[src/rtl/fsp_pkg.sv]
// Shared types, constants and helpers for the FASTA stream parser.
// No dependencies; used by fsp_ctrl, fsp_datapath and fasta_stream_parser.
`timescale 1ns / 1ps
`default_nettype none

package fsp_pkg;

    // Width of the running sequence length counter
    localparam int LEN_BITS       = 32;
    // Longest run of carriage returns that may be held back
    localparam int MAX_PENDING_CR = 7;
    localparam int PEND_W         = $clog2(MAX_PENDING_CR + 1);

    localparam logic [7:0] CH_GT = 8'h3E;
    localparam logic [7:0] CH_NL = 8'h0A;
    localparam logic [7:0] CH_CR = 8'h0D;
    localparam logic [7:0] CH_SP = 8'h20;
    localparam logic [7:0] CH_HT = 8'h09;

    typedef enum logic [2:0] {
        PH_PRE    = 3'd0,
        PH_HDR    = 3'd1,
        PH_SEQ_LS = 3'd2,
        PH_SEQ    = 3'd3,
        PH_DONE   = 3'd4
    } t_phase;

    typedef enum logic [1:0] {
        ID_WAIT = 2'd0,
        ID_IN   = 2'd1,
        ID_PAST = 2'd2
    } t_id_phase;

    typedef enum logic [2:0] {
        K_HDR = 3'd0,
        K_SEQ = 3'd1,
        K_END = 3'd2,
        K_ERR = 3'd3,
        K_FIN = 3'd4
    } t_kind;

    typedef enum logic [1:0] {
        ERR_FORMAT  = 2'd0,
        ERR_SEQ_OVF = 2'd1,
        ERR_CR_RUN  = 2'd2
    } t_err;

    typedef enum logic [1:0] {
        ST_IDLE  = 2'd0,
        ST_FIN   = 2'd1,
        ST_FLUSH = 2'd2
    } t_state;

    // Commands from the controller to the datapath
    typedef struct packed {
        logic   emit;
        t_kind  kind;
        t_err   err;
        logic   last;
        logic   sel_cr;
        logic   latch;
        logic   start_hdr;
        logic   set_phase;
        t_phase phase;
        logic   pend_inc;
        logic   pend_dec;
        logic   pend_clr;
        logic   len_inc;
        logic   len_clr;
        logic   set_failed;
    } t_ctl_cmd;

    // Status from the datapath to the controller
    typedef struct packed {
        t_phase phase;
        logic   failed;
        logic   eoi;
        logic   is_gt;
        logic   is_nl;
        logic   is_cr;
        logic   pend_zero;
        logic   pend_full;
        logic   len_full;
        logic   out_free;
    } t_dp_stat;

    // Space, tab, newline, vertical tab, form feed, carriage return
    function automatic logic is_ws(input logic [7:0] c);
        return (c == CH_SP) || ((c >= CH_HT) && (c <= CH_CR));
    endfunction

endpackage

`default_nettype wire

[src/rtl/fasta_stream_parser.sv]
// FASTA stream parser: byte stream in, header/sequence/record results out.
// Top level; depends on fsp_pkg, fsp_ctrl and fsp_datapath.
//
// Input channel: one beat per file byte (i_in_byte), or an end-of-input mark
// (i_end_of_input = 1). Output channel: one beat per result, with o_kind,
// o_out_byte, o_in_id, o_seq_length, o_error_code, and o_last on the final
// beat caused by an input beat. Input beats that cause no result (newline,
// held carriage return, dropped bytes) produce no output beat.
// Every result is registered in the output register. Throughput: one input
// beat per cycle when each causes at most one result and the receiver does
// not stall. An end of input inside a record gives two results (record
// end, then finish). A byte that follows held carriage returns is first
// captured, then each held carriage return is released, then the byte,
// all through the single output register.
// After reset the parser waits for the first header line; no clearing pass.
// When the receiver stalls, the result waits in the output register and
// o_in_ready drops until it is taken; nothing is lost. After an error every
// later input beat is taken and dropped until reset.
`timescale 1ns / 1ps
`default_nettype none

module fasta_stream_parser (
    input  wire logic        i_clk,
    input  wire logic        i_rst_n,
    input  wire logic        i_in_valid,
    output logic             o_in_ready,
    input  wire logic [7:0]  i_in_byte,
    input  wire logic        i_end_of_input,
    output logic             o_out_valid,
    input  wire logic        i_out_ready,
    output logic [2:0]       o_kind,
    output logic [7:0]       o_out_byte,
    output logic             o_in_id,
    output logic [31:0]      o_seq_length,
    output logic [1:0]       o_error_code,
    output logic             o_last
);

    fsp_pkg::t_ctl_cmd cmd;
    fsp_pkg::t_dp_stat stat;
    logic              use_latched;

    // Sequence each item
    fsp_ctrl u_ctrl (
        .i_clk         (i_clk),
        .i_rst_n       (i_rst_n),
        .i_in_valid    (i_in_valid),
        .o_in_ready    (o_in_ready),
        .i_stat        (stat),
        .o_cmd         (cmd),
        .o_use_latched (use_latched)
    );

    // Hold parse state and the output beat
    fsp_datapath u_datapath (
        .i_clk          (i_clk),
        .i_rst_n        (i_rst_n),
        .i_cmd          (cmd),
        .i_use_latched  (use_latched),
        .i_in_byte      (i_in_byte),
        .i_end_of_input (i_end_of_input),
        .i_out_ready    (i_out_ready),
        .o_stat         (stat),
        .o_out_valid    (o_out_valid),
        .o_kind         (o_kind),
        .o_out_byte     (o_out_byte),
        .o_in_id        (o_in_id),
        .o_seq_length   (o_seq_length),
        .o_error_code   (o_error_code),
        .o_last         (o_last)
    );

endmodule

`default_nettype wire

[src/rtl/fsp_datapath.sv]
// Parser datapath: record state, held carriage-return count, length counter
// and the output register. Depends on fsp_pkg; driven by fsp_ctrl.
`timescale 1ns / 1ps
`default_nettype none

module fsp_datapath (
    input  wire logic              i_clk,
    input  wire logic              i_rst_n,
    input  wire fsp_pkg::t_ctl_cmd i_cmd,
    input  wire logic              i_use_latched,
    input  wire logic [7:0]        i_in_byte,
    input  wire logic              i_end_of_input,
    input  wire logic              i_out_ready,
    output fsp_pkg::t_dp_stat      o_stat,
    output logic                   o_out_valid,
    output logic [2:0]             o_kind,
    output logic [7:0]             o_out_byte,
    output logic                   o_in_id,
    output logic [31:0]            o_seq_length,
    output logic [1:0]             o_error_code,
    output logic                   o_last
);

    // Record state
    fsp_pkg::t_phase                r_phase, n_phase;
    fsp_pkg::t_id_phase             r_id, n_id;
    logic [fsp_pkg::PEND_W-1:0]     r_pend, n_pend;
    logic [fsp_pkg::LEN_BITS-1:0]   r_len, n_len;
    logic                           r_failed, n_failed;
    logic [7:0]                     r_byte;

    // Output register
    logic                           r_ovalid;
    fsp_pkg::t_kind                 r_kind;
    logic [7:0]                     r_obyte;
    logic                           r_inid;
    logic [31:0]                    r_olen;
    fsp_pkg::t_err                  r_err;
    logic                           r_last;

    logic [7:0]                     cur_byte;
    logic [7:0]                     emit_byte;
    logic                           emit_ws;
    logic                           emit_inid;
    logic [31:0]                    len_out;
    logic                           out_free;

    assign cur_byte  = i_use_latched ? r_byte : i_in_byte;
    assign emit_byte = i_cmd.sel_cr ? fsp_pkg::CH_CR : cur_byte;
    assign emit_ws   = fsp_pkg::is_ws(emit_byte);
    assign len_out   = 32'(r_len);
    assign out_free  = !r_ovalid || i_out_ready;

    // Report status
    always_comb begin
        o_stat.phase     = r_phase;
        o_stat.failed    = r_failed;
        o_stat.eoi       = i_end_of_input;
        o_stat.is_gt     = (cur_byte == fsp_pkg::CH_GT);
        o_stat.is_nl     = (cur_byte == fsp_pkg::CH_NL);
        o_stat.is_cr     = (cur_byte == fsp_pkg::CH_CR);
        o_stat.pend_zero = (r_pend == '0);
        o_stat.pend_full = (r_pend >= fsp_pkg::PEND_W'(fsp_pkg::MAX_PENDING_CR));
        o_stat.len_full  = &r_len;
        o_stat.out_free  = out_free;
    end

    // Track the id token across header bytes
    always_comb begin
        n_id      = r_id;
        emit_inid = 1'b0;
        if (i_cmd.start_hdr) begin
            n_id = fsp_pkg::ID_WAIT;
        end else if (i_cmd.emit && (i_cmd.kind == fsp_pkg::K_HDR)) begin
            unique case (r_id)
                fsp_pkg::ID_WAIT: begin
                    if (!emit_ws) begin
                        n_id      = fsp_pkg::ID_IN;
                        emit_inid = 1'b1;
                    end
                end
                fsp_pkg::ID_IN: begin
                    if (emit_ws) begin
                        n_id = fsp_pkg::ID_PAST;
                    end else begin
                        emit_inid = 1'b1;
                    end
                end
                default: begin
                    n_id = r_id;
                end
            endcase
        end
    end

    // Advance phase, held count, length and error flag
    always_comb begin
        n_phase  = r_phase;
        n_pend   = r_pend;
        n_len    = r_len;
        n_failed = r_failed || i_cmd.set_failed;
        if (i_cmd.start_hdr) begin
            n_phase = fsp_pkg::PH_HDR;
            n_pend  = '0;
            n_len   = '0;
        end else begin
            if (i_cmd.set_phase) begin
                n_phase = i_cmd.phase;
            end
            if (i_cmd.pend_clr) begin
                n_pend = '0;
            end else if (i_cmd.pend_inc) begin
                n_pend = r_pend + {{(fsp_pkg::PEND_W-1){1'b0}}, 1'b1};
            end else if (i_cmd.pend_dec) begin
                n_pend = r_pend - {{(fsp_pkg::PEND_W-1){1'b0}}, 1'b1};
            end
            if (i_cmd.len_clr) begin
                n_len = '0;
            end else if (i_cmd.len_inc) begin
                n_len = r_len + {{(fsp_pkg::LEN_BITS-1){1'b0}}, 1'b1};
            end
        end
    end

    always_ff @(posedge i_clk) begin
        if (!i_rst_n) begin
            r_phase  <= fsp_pkg::PH_PRE;
            r_id     <= fsp_pkg::ID_WAIT;
            r_pend   <= '0;
            r_len    <= '0;
            r_failed <= 1'b0;
            r_ovalid <= 1'b0;
        end else begin
            r_phase  <= n_phase;
            r_id     <= n_id;
            r_pend   <= n_pend;
            r_len    <= n_len;
            r_failed <= n_failed;
            if (i_cmd.emit) begin
                r_ovalid <= 1'b1;
            end else if (i_out_ready) begin
                r_ovalid <= 1'b0;
            end
        end
    end

    // Hold the byte of an item whose results span several beats
    always_ff @(posedge i_clk) begin
        if (i_cmd.latch) begin
            r_byte <= i_in_byte;
        end
    end

    // Load the output beat
    always_ff @(posedge i_clk) begin
        if (i_cmd.emit) begin
            r_kind  <= i_cmd.kind;
            r_last  <= i_cmd.last;
            r_inid  <= emit_inid;
            r_obyte <= ((i_cmd.kind == fsp_pkg::K_HDR) || (i_cmd.kind == fsp_pkg::K_SEQ))
                       ? emit_byte : 8'h00;
            r_olen  <= (i_cmd.kind == fsp_pkg::K_END) ? len_out : 32'h0;
            r_err   <= (i_cmd.kind == fsp_pkg::K_ERR) ? i_cmd.err : fsp_pkg::ERR_FORMAT;
        end
    end

    assign o_out_valid  = r_ovalid;
    assign o_kind       = r_kind;
    assign o_out_byte   = r_obyte;
    assign o_in_id      = r_inid;
    assign o_seq_length = r_olen;
    assign o_error_code = r_err;
    assign o_last       = r_last;

    // A beat is never loaded over one that is still waiting
    a_emit_free: assert property (@(posedge i_clk) disable iff (!i_rst_n)
        i_cmd.emit |-> out_free)
        else $error("beat loaded while output register held");

    // Held carriage returns never pass the bound
    a_pend_bound: assert property (@(posedge i_clk) disable iff (!i_rst_n)
        r_pend <= fsp_pkg::PEND_W'(fsp_pkg::MAX_PENDING_CR))
        else $error("held carriage-return count over bound");

    // Id marks appear on header bytes only
    a_inid_hdr: assert property (@(posedge i_clk) disable iff (!i_rst_n)
        (r_ovalid && r_inid) |-> (r_kind == fsp_pkg::K_HDR))
        else $error("id mark on a non-header beat");

    // An error stays until reset
    a_failed_sticky: assert property (@(posedge i_clk) disable iff (!i_rst_n)
        r_failed |=> r_failed)
        else $error("error flag cleared without reset");

endmodule

`default_nettype wire

[src/rtl/fsp_ctrl.sv]
// Parser controller: decides the results of each input item and sequences
// multi-beat items. Depends on fsp_pkg; commands fsp_datapath.
`timescale 1ns / 1ps
`default_nettype none

module fsp_ctrl (
    input  wire logic              i_clk,
    input  wire logic              i_rst_n,
    input  wire logic              i_in_valid,
    output logic                   o_in_ready,
    input  wire fsp_pkg::t_dp_stat i_stat,
    output fsp_pkg::t_ctl_cmd      o_cmd,
    output logic                   o_use_latched
);

    fsp_pkg::t_state r_state, n_state;
    logic            in_fire;
    logic            in_rec;
    logic            hdr;
    logic            plain;

    // Command for one header or sequence byte, or a length overflow
    function automatic fsp_pkg::t_ctl_cmd char_cmd(
        input fsp_pkg::t_ctl_cmd base,
        input logic              is_hdr,
        input logic              len_full,
        input logic              is_last,
        input logic              is_cr
    );
        fsp_pkg::t_ctl_cmd c;
        c        = base;
        c.emit   = 1'b1;
        c.sel_cr = is_cr;
        if (is_hdr) begin
            c.kind     = fsp_pkg::K_HDR;
            c.last     = is_last;
            c.pend_dec = is_cr;
        end else if (len_full) begin
            c.kind       = fsp_pkg::K_ERR;
            c.err        = fsp_pkg::ERR_SEQ_OVF;
            c.last       = 1'b1;
            c.set_failed = 1'b1;
            c.pend_clr   = 1'b1;
        end else begin
            c.kind      = fsp_pkg::K_SEQ;
            c.last      = is_last;
            c.len_inc   = 1'b1;
            c.pend_dec  = is_cr;
            c.set_phase = 1'b1;
            c.phase     = fsp_pkg::PH_SEQ;
        end
        return c;
    endfunction

    assign o_in_ready    = (r_state == fsp_pkg::ST_IDLE) && i_stat.out_free;
    assign o_use_latched = (r_state != fsp_pkg::ST_IDLE);
    assign in_fire       = i_in_valid && o_in_ready;
    assign in_rec        = (i_stat.phase == fsp_pkg::PH_HDR)
                        || (i_stat.phase == fsp_pkg::PH_SEQ_LS)
                        || (i_stat.phase == fsp_pkg::PH_SEQ);
    assign hdr           = (i_stat.phase == fsp_pkg::PH_HDR);
    // Ordinary byte inside a record (no newline, CR, or new header)
    assign plain         = in_rec && !i_stat.is_nl && !i_stat.is_cr
                        && !((i_stat.phase == fsp_pkg::PH_SEQ_LS) && i_stat.is_gt);

    always_ff @(posedge i_clk) begin
        if (!i_rst_n) begin
            r_state <= fsp_pkg::ST_IDLE;
        end else begin
            r_state <= n_state;
        end
    end

    // Next state
    always_comb begin
        n_state = r_state;
        unique case (r_state)
            fsp_pkg::ST_IDLE: begin
                if (in_fire && !i_stat.failed) begin
                    if (i_stat.eoi) begin
                        if (in_rec) begin
                            n_state = fsp_pkg::ST_FIN;
                        end
                    end else if (plain && !i_stat.pend_zero) begin
                        n_state = fsp_pkg::ST_FLUSH;
                    end
                end
            end
            fsp_pkg::ST_FIN: begin
                if (i_stat.out_free) begin
                    n_state = fsp_pkg::ST_IDLE;
                end
            end
            fsp_pkg::ST_FLUSH: begin
                if (i_stat.out_free && (i_stat.pend_zero || (!hdr && i_stat.len_full))) begin
                    n_state = fsp_pkg::ST_IDLE;
                end
            end
            default: begin
                n_state = fsp_pkg::ST_IDLE;
            end
        endcase
    end

    // Commands
    always_comb begin
        o_cmd = '0;
        unique case (r_state)
            fsp_pkg::ST_IDLE: begin
                if (in_fire && !i_stat.failed) begin
                    if (i_stat.eoi) begin
                        if (in_rec) begin
                            o_cmd.emit = 1'b1;
                            o_cmd.kind = fsp_pkg::K_END;
                        end else begin
                            o_cmd.emit      = 1'b1;
                            o_cmd.kind      = fsp_pkg::K_FIN;
                            o_cmd.last      = 1'b1;
                            o_cmd.set_phase = 1'b1;
                            o_cmd.phase     = fsp_pkg::PH_DONE;
                            o_cmd.pend_clr  = 1'b1;
                            o_cmd.len_clr   = 1'b1;
                        end
                    end else if (i_stat.phase == fsp_pkg::PH_PRE) begin
                        if (i_stat.is_gt) begin
                            o_cmd.start_hdr = 1'b1;
                        end else if (!i_stat.is_nl) begin
                            o_cmd.emit       = 1'b1;
                            o_cmd.kind       = fsp_pkg::K_ERR;
                            o_cmd.err        = fsp_pkg::ERR_FORMAT;
                            o_cmd.last       = 1'b1;
                            o_cmd.set_failed = 1'b1;
                        end
                    end else if ((i_stat.phase == fsp_pkg::PH_SEQ_LS) && i_stat.is_gt) begin
                        o_cmd.emit      = 1'b1;
                        o_cmd.kind      = fsp_pkg::K_END;
                        o_cmd.last      = 1'b1;
                        o_cmd.start_hdr = 1'b1;
                    end else if (in_rec) begin
                        if (i_stat.is_nl) begin
                            o_cmd.pend_clr  = 1'b1;
                            o_cmd.len_clr   = hdr;
                            o_cmd.set_phase = 1'b1;
                            o_cmd.phase     = fsp_pkg::PH_SEQ_LS;
                        end else if (i_stat.is_cr) begin
                            if (i_stat.pend_full) begin
                                o_cmd.emit       = 1'b1;
                                o_cmd.kind       = fsp_pkg::K_ERR;
                                o_cmd.err        = fsp_pkg::ERR_CR_RUN;
                                o_cmd.last       = 1'b1;
                                o_cmd.set_failed = 1'b1;
                            end else begin
                                o_cmd.pend_inc  = 1'b1;
                                o_cmd.set_phase = !hdr;
                                o_cmd.phase     = fsp_pkg::PH_SEQ;
                            end
                        end else if (!i_stat.pend_zero) begin
                            o_cmd.latch = 1'b1;
                        end else begin
                            o_cmd = char_cmd(o_cmd, hdr, i_stat.len_full, 1'b1, 1'b0);
                        end
                    end
                end
            end
            fsp_pkg::ST_FIN: begin
                if (i_stat.out_free) begin
                    o_cmd.emit      = 1'b1;
                    o_cmd.kind      = fsp_pkg::K_FIN;
                    o_cmd.last      = 1'b1;
                    o_cmd.set_phase = 1'b1;
                    o_cmd.phase     = fsp_pkg::PH_DONE;
                    o_cmd.pend_clr  = 1'b1;
                    o_cmd.len_clr   = 1'b1;
                end
            end
            fsp_pkg::ST_FLUSH: begin
                if (i_stat.out_free) begin
                    if (!i_stat.pend_zero) begin
                        o_cmd = char_cmd(o_cmd, hdr, i_stat.len_full, 1'b0, 1'b1);
                    end else begin
                        o_cmd = char_cmd(o_cmd, hdr, i_stat.len_full, 1'b1, 1'b0);
                    end
                end
            end
            default: begin
                o_cmd = '0;
            end
        endcase
    end

endmodule

`default_nettype wire

[config.mk]
export PLATFORM = sky130hd
export DESIGN_NAME = fasta_stream_parser
export DESIGN_NICKNAME = d
export VERILOG_FILES = /design/src/rtl/fsp_pkg.sv /design/src/rtl/fasta_stream_parser.sv /design/src/rtl/fsp_datapath.sv /design/src/rtl/fsp_ctrl.sv
export SDC_FILE = /design/constraint.sdc
export NUM_CORES = 1
export LEC_CHECK = 0
export BUFFER_PORTS_ARGS = -buffer_cell sky130_fd_sc_hd__buf_2
export CAP_MARGIN = 20
export CORE_ASPECT_RATIO = 0.6
export CORE_MARGIN = 3
export CORE_UTILIZATION = 45
export DETAILED_ROUTE_END_ITERATION = 12
export PLACE_DENSITY_LB_ADDON = 0.08
export SLEW_MARGIN = 20
export SYNTH_ARGS = -nofsm -noshare
export SYNTH_HDL_FRONTEND = slang
export SYNTH_SLANG_ARGS = --single-unit
[constraint.sdc]
create_clock -name i_clk -period 3.28 [get_ports i_clk]
set_input_delay 0.492 -clock i_clk [delete_from_list [all_inputs] [get_ports i_clk]]
set_output_delay 0.492 -clock i_clk [all_outputs]
set_load 0.02 [all_outputs]
==> results of run 1 <==
power groups by stage:
stage	clock, mW	sequential (mW)	combinational (mW)
after floorplan	0	1.58	0.240
after global placement	0	1.48	0.554
after detailed placement	0	1.48	0.556
after CTS	1.06	1.46	0.558
after global routing	1.13	1.46	0.609
final	1.04	1.46	0.563
Yosys cell counts, drive strengths merged, types with 2 or more instances:
master	n	share of area
a21oi	39	0.041
clkbuf	5	0.0039
and2	34	0.044
a31oi	6	0.0078
o22ai	2	0.0026
a211oi	3	0.0047
nand2	42	0.033
mux2i	9	0.019
a31o	2	0.0036
or3	22	0.029
nor4	3	0.0083
nand2b	5	0.0065
xor2	3	0.0055
dfxtp	44	0.18
nor3	15	0.016
xnor2	4	0.0073
nor2b	4	0.0052
edfxtp	55	0.34
and4	5	0.0091
and3	7	0.0091
a41oi	2	0.0036
nand3	16	0.017
o211ai	6	0.012
nor2	32	0.028
o31ai	8	0.016
a21o	2	0.0031
nand4	12	0.018
nand4b	4	0.0073
buf	12	0.014
o21ai	25	0.027
a41o	3	0.0062
o311a	2	0.0042
or4	9	0.016
o2111ai	2	0.0049
inv	12	0.0093
o21a	3	0.0047
state kept, by name, indices dropped and copies added, names as in the netlist, 2 cells and up:
signal and cells:
u_datapath.o_seq_length 32, u_datapath.r_pend 3, u_datapath.r_id 2, u_datapath.r_phase 3, u_datapath.r_byte 8, u_datapath.o_error_code 2
u_datapath.o_out_byte 8, u_datapath.len_out 32, u_ctrl.r_state 2, u_datapath.o_kind 3
kinds of logic (layout without fill, tap and decap cells):
group                    Yosys count  after routing
adder cells (fa/ha/maj)            2              2
AND/OR/NAND/NOR                  212            212
AO/OA/AOI/OAI                    114            114
buffers and inverters             29            116
multiplexers                      10             10
flip-flops                        99             99
XOR/XNOR                           7              7
cell type report:
class                   count  area [µm²]
inverters                  12        45.0
flip-flops and latches     99        2530
fillers                   884        4370
clock buffers              11         233
multi-input cells         345        2170
clock inverters             5        55.1
repair buffers             88         546
well taps                 135         169
worst paths after layout:
path	start	endpoint	slack, ns	cells after the start
setup / recovery	u_ctrl.r_state[1]$_SDFFE_PN0P_	u_datapath.len_out[19]$_SDFFE_PP0P_	0.23	8
hold / removal	i_in_byte[6]	u_datapath.r_byte[6]$_DFFE_PP_	0.36	1
setup reg to reg	u_ctrl.r_state[1]$_SDFFE_PN0P_	u_datapath.len_out[19]$_SDFFE_PP0P_	0.23	8
hold reg to reg	u_datapath.r_id[0]$_SDFFE_PP0P_	u_datapath.r_id[1]$_SDFFE_PP0P_	0.48	2
metal layers:
layer	track usage	wire length [µm]
met3	0.0602	1160
met5	0	0
met4	0.0484	138
met2	0.269	4570
met1	0.346	6530
worst reg2reg max path, cell delays in order (launching register included):
cell and delay [ns]:
dfxtp_2 0.40, or2_1 0.39, o21ai_1 0.40, o2111ai_2 0.26
a41o_1 0.31, o211ai_4 0.32, nand3_1 0.22, or4_1 0.51
a21oi_1 0.17
stage by stage:
stage	util	worst slack [ns]
6_report	0.568	0.231
5_1_grt	0.568	0.0730
4_1_cts	0.566	0.0893
3_5_place_dp	0.538	0.140
3_3_place_gp	0.538	0.116
2_1_floorplan	-	0.329
what timing repair did:
item,in CTS,in global routing
endpoints found under the setup margin,0,25
hold buffers,0,0
gates resized for setup,0,4
==> summary.txt, run 1 <==
Status
  • Status: finished clean

Cells and area
  • Commonest non-fill, non-tap cell in the layout: buf_2
  • Final Instance Area: ~5800 µm²
  • Final #Nets: 570
  • Non-filler cells in the finished layout: 695
  • Share of layout cells above drive strength 1: 0.218
  • Diodes inserted: 0
  • Area Growth Syn to Fin: 19.4%
  • Most frequent cells in the layout: 61 x buf_2, 55 x edfxtp_1, 42 x nand2_1, 42 x dfxtp_1, 39 x a21oi_1

Place
  • Placed inst area: 5450 µm²
  • Placed Cells: about 680
  • Port bufs: 61
  • Placer Congestion: approximately 1
  • HPWL after detailed placement: 9.25 mm

Clocking
  • CTS tree: built
  • Clock Root Buffer: clkbuf_16
  • Clock transition at path regs: 0.07 ns
  • Num Clock Sinks: 99
  • CTS Buf Count: 9
  • Post-CTS Setup Repair Bufs: 0
  • Skew-Pair Late Insertion Delay: 0.34 ns
  • Max H-tree Level: 3
  • CTS Buffer Depth: 2

Worst setup path
  • Delay of the slowest critical-path stage: 0.51 ns
  • Crit path max-delay cell type: or4_1
  • Worst Path Buf+Inv: 0
  • Worst EP arrival: 3.32 ns
  • Worst path cell trace: or2_1, o21ai_1, o2111ai_2, a41o_1, o211ai_4, nand3_1, or4_1, a21oi_1
  • Worst Setup Start Kind: register
  • Critical path data required time: roughly 3.6 ns
  • CP Max Fanout: 10
  • Delay-heaviest family, CP: compound AO/OA/AOI/OAI gates
  • CP Capture Type: register
  • Crit path kind: reg -> reg

Logic synthesis
  • Synthesis-stage register bit count: 99
  • Dominant synthesized flop cell: edfxtp_1
  • Synth Area in Simple Gates: 0.248
  • Post-Syn Instances: 473
  • Avg Inst Size Synth: 10.2 µm²
  • Synth warnings: 0
  • Post-synth EDFFs: 55
  • Largest family of logic cells by synthesized area: simple AND/OR/NAND/NOR gates
  • Sequential area share after synthesis: 0.526
  • Synthesized cell area: 4820 µm²
  • Synth unique cells: 63
  • XOR/XNOR share of the synthesized area: 0.0127
  • Mux share of post-synthesis cell area: 0.0210
  • Syn_nets: roughly 490
  • Async set-reset flop share out of synthesis: 0
  • Synth Area in Compound Gates: 0.158
  • Post-synthesis adder-cell area fraction: 0.00675

GRT
  • Total gr overflow: 0
  • GRT Total Usage: 0.212
  • Vias in the first global route: 3,692
  • Largest net degree at the start of global routing: 24
  • Global-route wire length before repair: 20.1 mm
  • Initial antenna violation count: 0

Detailed routing
  • Post-Route WL: 12.4 mm
  • Post-DRT Antenna Nets: 0
  • DRC Markers: 0
  • Initial DRC count: around 550
  • Via count: 4,052
  • WL per Instance: 17.8 µm
  • DR vias/cell: 5.83
  • Drt first pass iters: 5

Floorplanning
  • # rows: 28
  • Top Ports: slightly above 60
  • Height of the die: around 86 µm
  • Die Area: ~12,000 µm²
  • Die Wd: 140 µm
  • Core area: just over 10,000 µm²
  • Initial core utilization: 0.476

STA
  • Post-route setup TNS: 0 ns
  • Fin. max-slew vios: 0
  • Measured slew at the worst slew-check pin: 0.685 ns
  • Setup Skew: 0.00907 ns
  • Post-layout min period: a little over 3 ns
  • Final Hold Vio Count: 0
  • Relative slew margins: 0.539
  • Max frequency: 328 MHz
  • # setup viols final: 0
  • Tcrit/Tclk final: 0.930
  • RSZ-0062 raised after global routing: false
  • Fin Hold WS: 0.358 ns

Power and ir drop
  • Leak: approximately 2.2 nW
  • Clock share of power: 0.340
  • Power Total: 3.06 mW
  • Switching Share: 0.282
  • Comb pwr share: 0.184
  • Switching power summed over all nets: 0.863 mW
  • Sequential share of power: 0.476
  • P per Cell Area: 532 nW/µm²
  • Peak VDD IR: between 0.3 and 0.4 mV
  • Internal Power: 2.20 mW

Job
  • Maxcap violations: 0

Hold path
  • Hold Crit Class: in -> reg
Note: power is estimated with default switching activity, not from simulation.
==> inputs of run 2 (changes only) <==
Settings changed: ABC_AREA from default to 1.
==> run 2 against run 1 <==
  * Fmax grew 3.6%
  * Register-to-register slack improved by 0.11 ns
  * Power is 9.5% higher
  * Clock skew fell by 0.0016 ns
  * Clock power about the same
  * Critical path type unchanged
  * Critical endpoint is now u_datapath.o_seq_length[10]$_SDFFCE_PP0P_
  * Highest routed layer unchanged
==> summary.txt, run 2 <==
Detailed routing
  • DRC Markers: 0
  • WL per Instance: 15.8 µm
  • Drt first pass iters: 5
  • DR vias/cell: 5.17
  • Via count: 4,616
  • Initial DRC count: 517
  • Post-DRT Antenna Nets: 0
  • Post-Route WL: 14.1 mm

Place
  • Placed Cells: 875
  • DP Worst Slack: about 0.31 ns
  • Placer Congestion: 0.983
  • HPWL after detailed placement: ~10 mm
  • Port bufs: 61
  • Placed inst area: 5710 µm²

Floorplanning
  • Height of the die: 89.4 µm
  • Core area: 10,900 µm²
  • # rows: 29
  • Die Wd: about 150 µm
  • Top Ports: 62
  • Die Area: 13,000 µm²
  • Initial core utilization: 0.478

Worst setup path
  • CP Max Fanout: 16
  • Critical path data required time: 3.45 ns
  • Worst Path Buf+Inv: 0
  • Worst EP arrival: 3.12 ns
  • Delay-heaviest family, CP: simple AND/OR/NAND/NOR gates
  • Delay of the slowest critical-path stage: roughly 0.43 ns
  • Worst Setup Start Kind: register
  • Crit path max-delay cell type: dfxtp_1
  • Crit path kind: reg -> reg
  • CP Capture Type: register
  • Most frequent CP cell: nand2_1
  • Worst path cell trace: ha_1, nand2_1, nor2_1, nand2_1, nor2_1, nand2_1, nor2_1, nand3_1, nand2_1, nand2_1, nand2_1, nand2_1, nand2_1, nand2_2, nand2_4, nand3_4, nor2_1

Cells and area
  • Area Growth Syn to Fin: 15.2%
  • Most frequent cells in the layout: 160 x nand2_1, 96 x nor2_1, 95 x inv_1
  • Diodes inserted: 0
  • Share of layout cells above drive strength 1: 0.174
  • Final Instance Area: 6010 µm²
  • Commonest non-fill, non-tap cell in the layout: nand2_1
  • Core Util, Final: 0.550
  • Non-filler cells in the finished layout: slightly below 900
  • Fill count: 1,050
  • Final #Nets: 747

STA
  • Post-route setup slack: 0.337 ns
  • Fin Hold WS: 0.342 ns
  • Setup Skew: 0.00746 ns
  • # setup viols final: 0
  • Measured slew at the worst slew-check pin: 0.790 ns
  • RSZ-0062 raised after global routing: false
  • Tcrit/Tclk final: 0.897
  • Final Hold Vio Count: 0
  • Relative slew margins: 0.468
  • Max frequency: 340 MHz
  • Fin. max-slew vios: 0
  • Post-route setup TNS: 0 ns
  • Post-layout min period: 2.94 ns

Logic synthesis
  • Post-synthesis adder-cell area fraction: 0.00624
  • Syn_nets: 678
  • Synth warnings: 0
  • Dominant synthesized flop cell: edfxtp_1
  • Synth unique cells: 38
  • Async set-reset flop share out of synthesis: 0
  • XOR/XNOR share of the synthesized area: 0.0285
  • Avg Inst Size Synth: 7.87 µm²
  • Cell taking the most area after synthesis: edfxtp_1
  • Post-synth top area share: 0.317
  • Most common cell in the netlist: nand2_1
  • Mux share of post-synthesis cell area: 0
  • Sequential area share after synthesis: 0.485
  • Synth Area in Simple Gates: 0.306
  • Synth cell count leaders: 161 x nand2_1, 96 x nor2_1, 95 x inv_1, 55 x edfxtp_1, 44 x dfxtp_1
  • Largest family of logic cells by synthesized area: simple AND/OR/NAND/NOR gates
  • Post-Syn Instances: roughly 660
  • Synthesized cell area: 5220 µm²
  • Synth Area in Compound Gates: 0.0871
  • Leading post-synthesis cells by cell area: edfxtp_1 32%, dfxtp_1 17%, nand2_1 12%, nor2_1 6.9%, inv_1 6.8%
  • Synthesis-stage register bit count: 99
  • Post-synth EDFFs: 55

Clocking
  • Clock transition at path regs: 0.07 ns
  • Num Clock Sinks: slightly below 100
  • CTS Buffer Depth: 2
  • Skew-Pair Late Insertion Delay: roughly 0.34 ns
  • CTS tree: built
  • Max H-tree Level: 3
  • CTS Buf Count: 9
  • Clock Root Buffer: clkbuf_16
  • Post-CTS Setup Repair Bufs: 0

Power and ir drop
  • Leak: 2.38 nW
  • P per Cell Area: 557 nW/µm²
  • Power Total: roughly 3.3 mW
  • Peak VDD IR: just under 0.3 mV

Status
  • Status: finished clean

Hold path
  • Hold Crit Class: in -> reg

GRT
  • Global-route wire length before repair: 22.0 mm
  • Vias in the first global route: 4,069
  • Total gr overflow: 0
  • Initial antenna violation count: 0
  • GRT Total Usage: 0.217
  • Largest net degree at the start of global routing: 33

Job
  • Maxcap violations: 0
## run 2: changes by cell type in the layout (fill, tap and decap cells not counted), sizes merged, moves of 17 or more
cell   change
and2      -34
buf       -19
inv       +89
nand2    +136
nand3     +17
nor2      +73
or3       -22
## run 2: worst paths after layout
check / endpoint / depth (start not counted) / slack (ns) / start
worst max-delay path: u_datapath.o_seq_length[10]$_SDFFCE_PP0P_ / 17 / 0.34 / u_datapath.len_out[0]$_SDFFE_PP0P_
worst min-delay path: u_datapath.r_byte[5]$_DFFE_PP_ / 1 / 0.34 / i_in_byte[5]
worst max register to register: u_datapath.o_seq_length[10]$_SDFFCE_PP0P_ / 17 / 0.34 / u_datapath.len_out[0]$_SDFFE_PP0P_
worst min register to register: u_datapath.len_out[19]$_SDFFE_PP0P_ / 2 / 0.50 / u_datapath.len_out[19]$_SDFFE_PP0P_
## run 2: per-layer routing
metal | GRT usage | up-vias | part of all wire
li1 | - | 2275 | -
met1 | 0.353 | 2131 | 0.55
met2 | 0.270 | 199 | 0.35
met3 | 0.0740 | 11 | 0.097
met4 | 0.0371 | 0 | 0.0084
met5 | 0 | - | 0
## run 2: kinds of logic (layout without fill, tap and decap cells)
kind of cell	Yosys count	after routing
fa+ha+maj	2	2
compound gates	80	80
xor+xnor	17	17
simple gates	353	354
flops	99	99
buf+inv	112	185
## run 2: layout make-up
cell class                 count  area, µm²  share of cell area
clock buffer                  11        243              0.0404
inverter                     100        375              0.0625
multi-input combinational    453       2250               0.374
sequential                    99       2530               0.421
timing repair buffer          69        378              0.0629
tap                          155        194              0.0323
clock inverter                 5       37.5             0.00625
## run 2: where the power goes
part	internal (mW)	total, mW	switching [mW]	leakage, nW
registers	1.49	1.54	0.0462	0.898
clock network	0.539	1.01	0.471	0.132
logic	0.218	0.804	0.585	1.35
## run 2: what timing repair did
| item | in CTS | in global routing |
|---|---|---|
| hold buffers | 0 | 0 |
| setup endpoints to repair | 0 | 15 |
| resized for setup | 0 | 1 |
==> inputs of run 3 (changes only) <==
Settings changed: SLEW_MARGIN 20 to default.
Clock period 3.28 ns to 3.2 ns, I/O delays scaled along.
==> run 3 against run 2 <==
  * Power increased by 2.9%
  * Flip-flop and latch count stayed put
  * Fmax increased by 3.5%
  * Via count is 0.39% higher
  * First-iteration DRC count decreased by 29%
  * Critical path type unchanged
  * Critical path depth stayed put
==> summary.txt, run 3 (synthesis results as in run 2) <==
Status
  • Status: finished clean

Clocking
  • Num Clock Sinks: 99
  • CTS Buf Count: 9
  • Clock transition at path regs: 0.07 ns
  • Skew-Pair Late Insertion Delay: ~0.34 ns
  • Max H-tree Level: 3
  • CTS Buffer Depth: 2
  • Clock Root Buffer: clkbuf_16
  • CTS tree: built

Worst setup path
  • Critical path data required time: 3.38 ns
  • Worst Setup Start Kind: register
  • CP Max Fanout: 16
  • Most frequent CP cell: nand2_1
  • Worst path cell trace: ha_1, nand2_1, nor2_1, nand2_1, nor2_1, nand2_1, nor2_1, nand3_1, nand2_1, nand2_1, nand2_1, nand2_1, nand2_1, nand2_2, nand2_4, nand3_4, nor2_1
  • Worst EP arrival: 3.02 ns
  • R2R depth: 17
  • Crit path max-delay cell type: dfxtp_1
  • CP Capture Type: register
  • Delay of the slowest critical-path stage: 0.42 ns
  • Crit path kind: reg -> reg

GRT
  • Initial antenna violation count: 0
  • GRT Total Usage: 0.216
  • Vias in the first global route: 4,105
  • Global-route wire length before repair: between 20 and 25 mm
  • Total gr overflow: 0
  • Largest net degree at the start of global routing: 33

Hold path
  • Hold Path Stages: 1
  • Hold Crit Class: in -> reg

STA
  • Measured slew at the worst slew-check pin: approximately 0.75 ns
  • Post-route setup slack: 0.358 ns
  • Final Hold Vio Count: 0
  • Post-route setup TNS: 0 ns
  • Setup Skew: around 0.0053 ns
  • # setup viols final: 0
  • Fin. max-slew vios: 0
  • Tcrit/Tclk final: 0.888
  • Max frequency: between 300 and 400 MHz
  • RSZ-0062 raised after global routing: false
  • Relative slew margins: 0.495
  • Post-layout min period: 2.84 ns

Cells and area
  • Commonest non-fill, non-tap cell in the layout: nand2_1
  • Share of layout cells above drive strength 1: 0.172
  • Diodes inserted: 0
  • Core Util, Final: 0.550
  • Area Growth Syn to Fin: 15.2%
  • Most frequent cells in the layout: 160 x nand2_1, 96 x nor2_1, 95 x inv_1
  • Final #Nets: between 700 and 800

Detailed routing
  • Drt first pass iters: 5
  • Initial DRC count: approximately 370
  • DRC Markers: 0
  • DR vias/cell: 5.20
  • Post-DRT Antenna Nets: 0
  • Post-Route WL: 13.9 mm
  • Via count: between 4,000 and 5,000
  • WL per Instance: 15.6 µm

Power and ir drop
  • Peak VDD IR: ~0.27 mV
  • P per Cell Area: between 500 and 600 nW/µm²
  • Leak: 2.39 nW

Floorplanning
  • Die Wd: about 150 µm
  • Initial core utilization: 0.478
  • Die Area: 13,000 µm²
  • Height of the die: a little under 90 µm
  • # rows: 29
  • Top Ports: 62
  • Core area: 10,900 µm²

Place
  • Port bufs: 61
  • Placer Congestion: between 0.9 and 1
  • HPWL after detailed placement: between 10 and 15 mm
  • DP Worst Slack: between 0.3 and 0.4 ns

Job
  • Maxcap violations: 0
==> run 3: changes by cell type in the layout (fill, tap and decap cells not counted), sizes merged <==
| cell | change |
|---|---|
| inv | -1 |
| clkbuf | -2 |
| clkinvlp | -2 |
| bufinv | +1 |
| clkinv | +4 |
==> run 3: cell type report <==
cell class	count	area, µm²
clock buffer	9	225
clock inverter	7	68.8
fill	1035	4910
inverter	100	375
multi-input combinational	453	2250
sequential	99	2530
tap	155	194
timing repair buffer	69	365
==> run 3: final timing paths <==
kind,start,endpoint,slack (ns)
hold / removal,i_in_byte[5],u_datapath.r_byte[5]$_DFFE_PP_,0.33
hold reg to reg,u_datapath.r_id[1]$_SDFFE_PP0P_,u_datapath.r_id[1]$_SDFFE_PP0P_,0.47
setup / recovery,u_datapath.len_out[0]$_SDFFE_PP0P_,u_datapath.o_seq_length[13]$_SDFFCE_PP0P_,0.36
setup reg to reg,u_datapath.len_out[0]$_SDFFE_PP0P_,u_datapath.o_seq_length[13]$_SDFFCE_PP0P_,0.36
==> run 3: routing by layer <==
metal  track usage  vias to the layer above  share of wire
li1              -                     2278              -
met1         0.343                     2109           0.51
met2         0.274                      238           0.36
met3        0.0770                        9           0.12
met4        0.0371                        0         0.0055
met5             0                        -              0
==> run 3: power breakdown <==
| part | total (mW) | internal (mW) | switching (mW) |
|---|---|---|---|
| clock | 1.07 | 0.604 | 0.466 |
| combinational | 0.804 | 0.212 | 0.592 |
| sequential | 1.57 | 1.53 | 0.0457 |
==> run 3: critical path: cells and delay by family, from the launching register on <==
family	cells	cell delay, ns
flip-flops	1	0.42
AND/OR/NAND/NOR	16	1.98
adder cells (fa/ha/maj)	1	0.27
==> run 3: metrics by stage <==
stage / power, mW / hold slack, ns / area [µm²] / cells
2_1_floorplan: 2.15 / 0.436 / 5220 / 663
3_3_place_gp: 2.39 / 0.470 / 5700 / 875
3_5_place_dp: 2.39 / 0.467 / 5700 / 875
4_1_cts: 3.47 / 0.318 / 5990 / 891
5_1_grt: 3.61 / 0.325 / 6010 / 892
6_report: 3.45 / 0.327 / 6010 / 892
==> run 3: what timing repair did <==
action	CTS	global route
setup buffers	0	0
endpoints found under the hold margin	0	0
endpoints found under the setup margin	0	12
hold buffers	0	0
resized for setup	0	1
